==> src/design/ntao_pkg.sv <==
package ntao_pkg;

   // Width of the time value field on the request channel.
   localparam int VALUE_BITS = 16;

   // Operation codes carried by a request transaction.
   typedef enum logic [1:0] {
      OP_TICK      = 2'd0,
      OP_SET_TIME  = 2'd1,
      OP_SET_ALARM = 2'd2,
      OP_READ      = 2'd3
   } op_type;

endpackage

==> src/design/ntao_core.sv <==
module ntao_core #(
   parameter int COUNTER_BITS = 24,
   parameter int NET_BITS     = 15
) (
   input  logic                                clock,
   input  logic                                reset,
   input  logic                                step,
   input  ntao_pkg::op_type                    op,
   input  logic [ntao_pkg::VALUE_BITS-1:0]     value,
   output logic [NET_BITS-1:0]                 network_time,
   output logic                                accepted,
   output logic                                alarm,
   output logic                                armed,
   output logic [COUNTER_BITS-1:0]             compare_value
);

   localparam int HI_BITS = COUNTER_BITS - NET_BITS;
   localparam logic [HI_BITS-1:0] HI_ONE = 1;
   localparam logic [COUNTER_BITS-1:0] CNT_ONE = 1;

   logic [COUNTER_BITS-1:0] counter_ff, counter_in;
   logic [NET_BITS-1:0]     offset_ff, offset_in;
   logic [NET_BITS-1:0]     target_ff, target_in;
   logic [COUNTER_BITS-1:0] compare_ff, compare_in;
   logic                    enable_ff, enable_in;

   logic [COUNTER_BITS-1:0] counter_inc;
   logic                    value_too_big;
   logic [NET_BITS-1:0]     new_offset;
   logic [NET_BITS-1:0]     form_offset;
   logic [NET_BITS-1:0]     form_target;
   logic [NET_BITS-1:0]     form_low;
   logic [COUNTER_BITS-1:0] form_raw;
   logic [COUNTER_BITS-1:0] form_cmp;

   assign counter_inc   = counter_ff + CNT_ONE;
   assign value_too_big = |value[ntao_pkg::VALUE_BITS-1:NET_BITS];
   assign new_offset    = value[NET_BITS-1:0] - counter_ff[NET_BITS-1:0];

   // One compare former serves both set operations.
   assign form_offset = (op == ntao_pkg::OP_SET_TIME) ? new_offset : offset_ff;
   assign form_target = (op == ntao_pkg::OP_SET_ALARM) ? value[NET_BITS-1:0] : target_ff;
   assign form_low    = form_target - form_offset;
   assign form_raw    = {counter_ff[COUNTER_BITS-1:NET_BITS], form_low};
   assign form_cmp    = (form_raw <= counter_ff) ?
                        {counter_ff[COUNTER_BITS-1:NET_BITS] + HI_ONE, form_low} : form_raw;

   always_comb begin
      counter_in = counter_ff;
      offset_in  = offset_ff;
      target_in  = target_ff;
      compare_in = compare_ff;
      enable_in  = enable_ff;
      accepted   = 1'b1;
      alarm      = 1'b0;
      case (op)
         ntao_pkg::OP_TICK: begin
            counter_in = counter_inc;
            if (enable_ff && (counter_inc == compare_ff)) begin
               alarm     = 1'b1;
               enable_in = 1'b0;
            end
         end
         ntao_pkg::OP_SET_TIME: begin
            if (value_too_big) begin
               accepted = 1'b0;
            end else begin
               offset_in = new_offset;
               if (enable_ff) begin
                  compare_in = form_cmp;
               end
            end
         end
         ntao_pkg::OP_SET_ALARM: begin
            target_in  = value[NET_BITS-1:0];
            compare_in = form_cmp;
            enable_in  = 1'b1;
         end
         default: begin
         end
      endcase
   end

   assign network_time  = counter_in[NET_BITS-1:0] + offset_in;
   assign armed         = enable_in;
   assign compare_value = compare_in;

   always_ff @(posedge clock) begin
      if (reset) begin
         counter_ff <= '0;
         offset_ff  <= '0;
         target_ff  <= '0;
         compare_ff <= '0;
         enable_ff  <= 1'b0;
      end else if (step) begin
         counter_ff <= counter_in;
         offset_ff  <= offset_in;
         target_ff  <= target_in;
         compare_ff <= compare_in;
         enable_ff  <= enable_in;
      end
   end

endmodule

==> src/design/network_time_alarm_offset.sv <==
// Channel   Direction  Handshake            Payload
// req_      in         req_valid/req_stall  req_op, req_time_value
// rsp_      out        rsp_valid/rsp_stall  rsp_network_time, rsp_accepted, rsp_alarm,
//                                           rsp_armed, rsp_compare_value
//
// One transaction is taken every clock cycle while no stall holds the flow; each
// response passes through the input register, the core state update and the output register.
// The rate is set by the state update in the core, which reads and
// writes the counter, offset, target and compare registers once per transaction.
// Reset is synchronous and active high; it clears the clock state and both stages.
// A stall on the response side holds the output register and then the input register.

module network_time_alarm_offset #(
   parameter int COUNTER_BITS = 24,
   parameter int NET_BITS     = 15
) (
   input  logic                             clock,
   input  logic                             reset,
   input  logic                             req_valid,
   output logic                             req_stall,
   input  logic [1:0]                       req_op,
   input  logic [ntao_pkg::VALUE_BITS-1:0]  req_time_value,
   output logic                             rsp_valid,
   input  logic                             rsp_stall,
   output logic [NET_BITS-1:0]              rsp_network_time,
   output logic                             rsp_accepted,
   output logic                             rsp_alarm,
   output logic                             rsp_armed,
   output logic [COUNTER_BITS-1:0]          rsp_compare_value
);

   // Input register. It holds one request transaction until the core can take it.
   logic                            in_valid_ff, in_valid_in;
   ntao_pkg::op_type                in_op_ff;
   logic [ntao_pkg::VALUE_BITS-1:0] in_value_ff;

   // Output register. It holds one response transaction until the far side takes it.
   logic                            out_valid_ff, out_valid_in;
   logic [NET_BITS-1:0]             out_time_ff;
   logic                            out_accepted_ff;
   logic                            out_alarm_ff;
   logic                            out_armed_ff;
   logic [COUNTER_BITS-1:0]         out_compare_ff;

   logic                            take;
   logic                            advance;

   logic [NET_BITS-1:0]             core_time;
   logic                            core_accepted;
   logic                            core_alarm;
   logic                            core_armed;
   logic [COUNTER_BITS-1:0]         core_compare;

   // The held request moves on whenever the output register is free or is being
   // emptied in this cycle, so back-to-back transactions flow without a bubble.
   assign advance   = in_valid_ff && (!out_valid_ff || !rsp_stall);
   assign req_stall = in_valid_ff && !advance;
   assign take      = req_valid && !req_stall;

   assign in_valid_in  = take || (in_valid_ff && !advance);
   assign out_valid_in = advance || (out_valid_ff && rsp_stall);

   ntao_core #(
      .COUNTER_BITS (COUNTER_BITS),
      .NET_BITS     (NET_BITS)
   ) u_core (
      .clock         (clock),
      .reset         (reset),
      .step          (advance),
      .op            (in_op_ff),
      .value         (in_value_ff),
      .network_time  (core_time),
      .accepted      (core_accepted),
      .alarm         (core_alarm),
      .armed         (core_armed),
      .compare_value (core_compare)
   );

   always_ff @(posedge clock) begin
      if (reset) begin
         in_valid_ff  <= 1'b0;
         out_valid_ff <= 1'b0;
      end else begin
         in_valid_ff  <= in_valid_in;
         out_valid_ff <= out_valid_in;
      end
   end

   // Payload registers need no reset; they are qualified by the valid flags.
   always_ff @(posedge clock) begin
      if (take) begin
         in_op_ff    <= ntao_pkg::op_type'(req_op);
         in_value_ff <= req_time_value;
      end
      if (advance) begin
         out_time_ff     <= core_time;
         out_accepted_ff <= core_accepted;
         out_alarm_ff    <= core_alarm;
         out_armed_ff    <= core_armed;
         out_compare_ff  <= core_compare;
      end
   end

   assign rsp_valid         = out_valid_ff;
   assign rsp_network_time  = out_time_ff;
   assign rsp_accepted      = out_accepted_ff;
   assign rsp_alarm         = out_alarm_ff;
   assign rsp_armed         = out_armed_ff;
   assign rsp_compare_value = out_compare_ff;

   // An alarm always disarms, so a response never shows both.
   a_alarm_disarms: assert property (@(posedge clock) disable iff (reset)
      (rsp_valid && rsp_alarm) |-> !rsp_armed)
      else $error("alarm response still armed");

   // A rejected set-time transaction cannot also be an alarm.
   a_reject_no_alarm: assert property (@(posedge clock) disable iff (reset)
      (rsp_valid && !rsp_accepted) |-> !rsp_alarm)
      else $error("rejected transaction raised alarm");

   // The request side stalls only while a transaction is held in the input register.
   a_stall_needs_held: assert property (@(posedge clock) disable iff (reset)
      req_stall |-> in_valid_ff)
      else $error("request stalled with empty input register");

   // A transaction that moves into the core shows up as a response in the next cycle.
   a_advance_fills_output: assert property (@(posedge clock) disable iff (reset)
      advance |=> rsp_valid)
      else $error("advanced transaction did not reach the output register");

endmodule
==> config.mk <==
export PLATFORM = sky130hd
export DESIGN_NAME = network_time_alarm_offset
export DESIGN_NICKNAME = d
export VERILOG_FILES = /design/src/design/ntao_pkg.sv /design/src/design/ntao_core.sv /design/src/design/network_time_alarm_offset.sv
export SDC_FILE = /design/constraint.sdc
export NUM_CORES = 1
export LEC_CHECK = 0
export BUFFER_PORTS_ARGS = -buffer_cell sky130_fd_sc_hd__buf_2
export CORE_MARGIN = 2
export CORE_UTILIZATION = 57
export DETAILED_ROUTE_END_ITERATION = 6
export GPL_TIMING_DRIVEN = 1
export PLACE_DENSITY = 0.76
export SLEW_MARGIN = 15
export SYNTH_ARGS = -nofsm -noshare
export SYNTH_HDL_FRONTEND = slang
export SYNTH_SLANG_ARGS = --single-unit
export TNS_END_PERCENT = 1
==> constraint.sdc <==
create_clock -name clock -period 9.42 [get_ports clock]
set_input_delay 1.884 -clock clock [delete_from_list [all_inputs] [get_ports clock]]
set_output_delay 1.884 -clock clock [all_outputs]
set_load 0.01 [all_outputs]
==> results of run 1 <==
## worst min path at each step
stage / slack, ns / start / to / cells past startpoint
final: 0.45 / u_core.target_ff[10]$_SDFFE_PP0P_ / u_core.target_ff[10]$_SDFFE_PP0P_ / 2
after global routing: 0.47 / u_core.target_ff[7]$_SDFFE_PP0P_ / u_core.target_ff[7]$_SDFFE_PP0P_ / 2
after CTS: 0.45 / u_core.target_ff[5]$_SDFFE_PP0P_ / u_core.target_ff[5]$_SDFFE_PP0P_ / 2
after detailed placement: 0.44 / u_core.target_ff[7]$_SDFFE_PP0P_ / u_core.target_ff[7]$_SDFFE_PP0P_ / 2
after global placement: 0.44 / u_core.target_ff[5]$_SDFFE_PP0P_ / u_core.target_ff[5]$_SDFFE_PP0P_ / 2
after floorplan: 0.43 / u_core.target_ff[10]$_SDFFE_PP0P_ / u_core.target_ff[10]$_SDFFE_PP0P_ / 2
## cells by family after synthesis
family / synth area share [%]
buffers and inverters: 4.86
AND/OR/NAND/NOR: 18.4
flip-flops: 38.4
multiplexers: 3.36
XOR/XNOR: 11.1
adder cells (fa/ha/maj): 9.36
AO/OA/AOI/OAI: 14.6
## flip-flops by register name (all words and copies together) (netlist names)
name,cells
u_core.target_ff,15
rsp_accepted,1
rsp_alarm,1
in_value_ff,16
rsp_valid,1
u_core.enable_ff,1
u_core.compare_ff,24
rsp_network_time,15
rsp_compare_value,24
in_valid_ff,1
u_core.counter_ff,24
u_core.offset_ff,15
in_op_ff,2
rsp_armed,1
## cells in the mapped netlist, types with 3 or more instances
master	n
a22o_1	19
clkbuf_1	26
or2_2	5
mux2i_1	12
fa_1	3
a211o_1	3
buf_1	5
nor2b_1	8
a21o_1	12
nand3_1	25
o21ai_0	43
or3_1	12
nor2_1	66
xor2_1	31
and3_1	10
inv_1	33
o21a_1	9
o2111ai_1	3
a311oi_1	3
o21ai_1	8
or4_1	3
nand2_1	161
ha_1	62
buf_4	3
buf_6	6
nand2b_1	3
a211oi_1	7
a21oi_1	82
mux2_2	16
o31ai_1	4
xnor2_1	82
a31oi_1	6
nor4_1	7
edfxtp_1	60
nor3_1	17
o21bai_1	5
dfxtp_1	81
clkbuf_8	7
nand4_1	12
## layer usage
layer | part of all wire (%) | up-vias | track usage, %
met1 | 47 | 3362 | 36.0
met5 | 0 | - | 0
met2 | 44 | 215 | 38.6
met4 | 2.3 | 0 | 9.78
li1 | - | 3572 | -
met3 | 6.3 | 39 | 6.03
## stage by stage
step           setup slack (ns)  instances
2_1_floorplan              3.97        989
3_3_place_gp               3.76       1228
3_5_place_dp               3.48       1228
4_1_cts                    3.45       1260
5_1_grt                    2.86       1260
6_report                   3.41       1260
## power by group
group	internal (W)	switching, W
combinational	0.000118	0.000183
clock	0.000393	0.000253
sequential	0.000662	0.0000112
total	0.00117	0.000447
## cell type report
class | count | share of cell area, %
clock inverters | 9 | 0.979
inverters | 35 | 1.33
flip-flops and latches | 141 | 34.8
well taps | 211 | 2.68
multi-input cells | 766 | 51.5
repair buffers | 75 | 4.07
clock buffers | 23 | 4.65
## worst max-delay path, stage by stage, from the launching register on
cell and delay, ns:
dfxtp_1 0.58, ha_1 0.28, fa_1 0.44, nand2_1 0.08, o21ai_0 0.19, fa_1 0.51
a211o_1 0.30, a21oi_1 0.20, o21ai_1 0.17, a211o_1 0.31, a21o_1 0.18, a21oi_1 0.23
o21ai_1 0.12, xnor2_1 0.25, ha_1 0.30, nand3_1 0.11, nor2_1 0.07, o31a_1 0.10
o21ai_1 0.63, nor4b_1 0.44, xnor2_1 0.19, o21ai_0 0.09
==> impl_results.md, run 1 <==
* Status: complete, no violations
* Netlist cell types at 64
* First-pass GRT wire length at 33.4 mm
* Post-synth top area cell: edfxtp_1
* Reg2Reg Setup Slack at 3.41 ns
* Area of the multi-input gates at 5070 sq um
* Fin crit share at 63.8%
* DP Area at 9290 sq um
* CP required at 9.60 ns
* Nets at 1123
* WS Path Type: reg -> reg
* Async S/R FF share, synth at 0%
* Drt initial violations at 612
* Largest net degree at the start of global routing at 75
* Vias in the first global route at 6705
* FF/Latch Area at 3420 sq um
* FF-to-FF End: rsp_compare_value[22]$_DFFE_PP_
* Num CTS Buffers at 17
* Top FF cell, synth: dfxtp_1
* Max VDD drop at 0.000134 V
* CTS sink cnt at 141
* IO Pins at 66
* Die Wd at 129 microns
* Post-cts sizing count at 0
* Via count at 7188
* Root Buffer: clkbuf_16
* Syn Area/Cell at 9.03 sq um
* Commonest cells after routing, fill and taps aside: nand2_1, a21oi_1, xnor2_1, dfxtp_1, nor2_1
* Synth warn at 0
* Layout cells sized above 1 at 13.2%
* Worst path arrival time at 6.19 ns
* Final hold vios at 0
* Crit Path Max Fanout at 10
* DIE HEIGHT at 129 microns
* Worst setup EP type: flop
* Most common cell after layout, fill and taps aside: nand2_1
* Post-route DRC at 0
* Final estimated routing congestion in global placement at 0.935
* Antenna-violating nets left at 0
* Total Power at 0.00162 W
* Skew-Pair Late Insertion Delay at 0.43 ns
* P_leak at 3.81 nW
* RSZ-0062 raised after global routing: false
* Fill cell count at 1244
* Hold slack at 0.453 ns
* Grt ovf at 0
* Port bufs at 65
* Max-cap violation count at 0
* Initial core utilization at 58.5%
* Slew headroom at 18.6%
* Finish-stage setup viols at 0
* Total Routed Length at 20.6 mm
* Sequential fraction of the synthesis area at 38.4%
* Power Density at 165 nW/um^2
* EDFF count, synth at 60
* Initial antenna violation count at 0
* Clock Skews at 0.00598 ns
* Final Cell Area at 9840 sq um
* Synth Register Bits at 141
* First-pass iteration count of the detailed router at 6
* Synthesized area at 8930 sq um
* Area delta synth->final at 10.3%
* Post-DR wirelength/cell at 16.4 microns
* Post-Syn Nets at 1076
* Number of cells on the worst reg-to-reg path at 21
* Area contributors post-synth: edfxtp_1, dfxtp_1, ha_1
* H-Tree Depth at 4
* Hold crit path type: reg -> reg
* Core Footprint at 15300 sq um
* Final slew viol count at 0
* CP Launch Type: flop
* Setup Buffers After CTS at 0
* Max Freq at 0.166 GHz
* Ant diodes at 0
* Min Tclk post-route at 6.01 ns
* Crit path launch: u_core.counter_ff[0]$_SDFFE_PP0P_
* Total negative slack at 0 ns
* Full die area at 16700 sq um
* CTS tree: built
* Clk pin slew, worst setup/hold paths at 0.06 ns
* Avg Vias per Cell at 5.70
* All-Layer GR Usage at 25.6%
* CTS max path bufs at 2
* Syn Inst Count at 989
* Rows at 45
* Slew of the pin with the lowest slew margin at 1.22 ns
* Crit path to: rsp_compare_value[22]$_DFFE_PP_
* Synth top area share at 20.2%
* Final Util at 64.5%
* FF-to-FF Start: u_core.counter_ff[0]$_SDFFE_PP0P_
* Post-DP HPWL at 14.7 mm
* CTS Hold Buffers Added at 0
Note: power is estimated with default switching activity, not from simulation.
==> run 2: changes to the inputs <==
- clock period: 9.42 -> 5.65 ns (I/O delays scaled with it)
==> impl_results.md, run 2 (same netlist as run 1, synthesis figures left out) <==
* Initial antenna violation count at 0 (unchanged)
* IO Pins at 66 (unchanged)
* Finish-stage setup viols at 0 (unchanged)
* Rows at 45 (unchanged)
* P_leak at 3.87 nW (+1.7%)
* Top delay family on crit path: compound AO/OA/AOI/OAI gates
* Largest net degree at the start of global routing at 74 (-1.3%)
* DIE HEIGHT at 129 microns (unchanged)
* Avg Vias per Cell at 5.78 (+1.3%)
* Antenna-violating nets left at 0 (unchanged)
* Worst path arrival time at 5.49 ns (-0.70 ns)
* Full die area at 16700 sq um (unchanged)
* CTS max path bufs at 2 (unchanged)
* Slowest stage delay, CP at 0.41 ns (-0.22 ns)
* Max-cap violation count at 0 (unchanged)
* CP required at 5.82 ns (-3.78 ns)
* Ant diodes at 0 (unchanged)
* Max VDD drop at 0.000258 V (+93%)
* Grt ovf at 0 (unchanged)
* Most common cell after layout, fill and taps aside: nand2_1
* Status: complete, no violations
* CP Launch Type: flop
* H-Tree Depth at 4 (unchanged)
* Post-route DRC at 0 (unchanged)
* Final hold vios at 0 (unchanged)
* Root Buffer: clkbuf_16
* Crit Path Max Fanout at 3 (-7)
* Final Util at 65.4% (+0.88 points)
* DR WL met2 at 9.74 mm (+7.4%)
* Skew-Pair Late Insertion Delay at 0.43 ns (about the same)
* Commonest cells after routing, fill and taps aside: nand2_1, xnor2_1, a21oi_1, dfxtp_1, nor2_1
* CTS tree: built
* Max Freq at 0.188 GHz (+13%)
* CTS sink cnt at 141 (unchanged)
* Cell Count, Final, Fillers Out at 1267 (+0.56%)
* Post-DR wirelength/cell at 16.9 microns (+3.0%)
* Slew headroom at 29.1% (+10 points)
* Post-DP HPWL at 15.3 mm (+4.1%)
* First-pass iteration count of the detailed router at 5 (-1)
* Fin crit share at 94.2% (+30 points)
* Vias in the first global route at 6607 (-1.5%)
* Final estimated routing congestion in global placement at 0.982 (+5.1%)
* Power Density at 280 nW/um^2 (+70%)
* Drt initial violations at 531 (-13%)
* WS Path Type: reg -> reg
* Max layer used: met4
* Nets at 1130 (+0.62%)
* Slew of the pin with the lowest slew margin at 1.06 ns (-0.154 ns)
* CTS Hold Buffers Added at 0 (unchanged)
* Num CTS Buffers at 17 (unchanged)
* Setup Buffers After CTS at 0 (unchanged)
* Critical Path Most Common Cell: a21oi_1
* Total Routed Length at 21.4 mm (+3.6%)
* Slowest cell on the critical path: edfxtp_1
* Clock Skews at 0.0132 ns (+0.00725 ns)
* Core Footprint at 15300 sq um (unchanged)
* M1 WL at 9.80 mm (+0.28%)
* Placed cell count at 1235 (+0.57%)
* Hold crit path type: reg -> reg
* Initial core utilization at 58.5% (unchanged)
* WP buf/inv at 1 (+1)
* Via count at 7325 (+1.9%)
* Clk pin slew, worst setup/hold paths at 0.06 ns (about the same)
* Layout cells sized above 1 at 15.1% (+1.9 points)
* Post-cts sizing count at 0 (unchanged)
* Met3 Routed Length at 1.39 mm (+6.3%)
* Die Wd at 129 microns (unchanged)
* First-pass GRT wire length at 33.7 mm (+0.87%)
* Min Tclk post-route at 5.32 ns (-0.688 ns)
* All-Layer GR Usage at 26.3% (+0.68 points)
* Final slew viol count at 0 (unchanged)
* Area delta synth->final at 11.8%
* Worst setup EP type: flop
* Port bufs at 65 (unchanged)
## run 2: cell count changes in the layout (fill, tap and decap cells not counted), sizes merged
| cell | delta |
|---|---|
| inv | +3 |
| buf | +7 |
| clkbuf | -5 |
| bufinv | +1 |
| clkinvlp | +1 |
## run 2: through the flow
stage | setup slack, ns | TNS [ns] | total power [W] | instance area (sq um) | hold slack [ns]
floorplan | 0.200 | 0 | 0.00150 | 8930 | 0.434
global placement | 0.447 | 0 | 0.00164 | 9340 | 0.440
detailed placement | 0.235 | 0 | 0.00165 | 9340 | 0.450
CTS | 0.185 | 0 | 0.00279 | 9940 | 0.459
global route | -0.0217 | -0.0217 | 0.00290 | 9980 | 0.487
finish | 0.329 | 0 | 0.00279 | 9980 | 0.455
## run 2: worst paths after layout
kind / from / to / slack (ns) / cells past startpoint
worst max-delay path: in_value_ff[1]$_DFFE_PP_ / rsp_compare_value[22]$_DFFE_PP_ / 0.33 / 25
worst min-delay path: u_core.target_ff[14]$_SDFFE_PP0P_ / u_core.target_ff[14]$_SDFFE_PP0P_ / 0.46 / 2
worst max register to register: in_value_ff[1]$_DFFE_PP_ / rsp_compare_value[22]$_DFFE_PP_ / 0.33 / 25
worst min register to register: u_core.target_ff[14]$_SDFFE_PP0P_ / u_core.target_ff[14]$_SDFFE_PP0P_ / 0.46 / 2
## run 2: cell type report
cell class	instances	area, sq um
Clock buffer	18	429
Clock inverter	14	166
Fill cell	1244	5280
Inverter	35	131
Multi-Input combinational cell	766	5110
Sequential cell	141	3430
Tap cell	211	264
Timing Repair Buffer	82	453
## run 2: power by group
group	internal (W)	leakage [nW]	switching (W)	total, W
registers	0.00110	1.22	0.0000181	0.00112
clock network	0.000694	0.291	0.000450	0.00114
logic	0.000211	2.36	0.000313	0.000524
total	0.00201	3.87	0.000781	0.00279
## run 2: worst reg2reg max path, delay by kind of cell, from the launching register on
| kind | cells | cell delay, ns |
|---|---|---|
| adders and majority gates | 3 | 0.94 |
| AOI/OAI and AO/OA | 12 | 2.24 |
| muxes | 1 | 0.12 |
| DFF | 1 | 0.41 |
| xor gates and xnor gates | 3 | 0.59 |
| and+or+nand+nor | 5 | 0.68 |
| buffers and inverters | 1 | 0.07 |
## run 2: routing by layer
| metal | track usage, % | vias to the layer above |
|---|---|---|
| met3 | 5.53 | 39 |
| met4 | 10.1 | 0 |
| met2 | 41.1 | 293 |
| li1 | - | 3590 |
| met5 | 0 | - |
| met1 | 36.1 | 3403 |
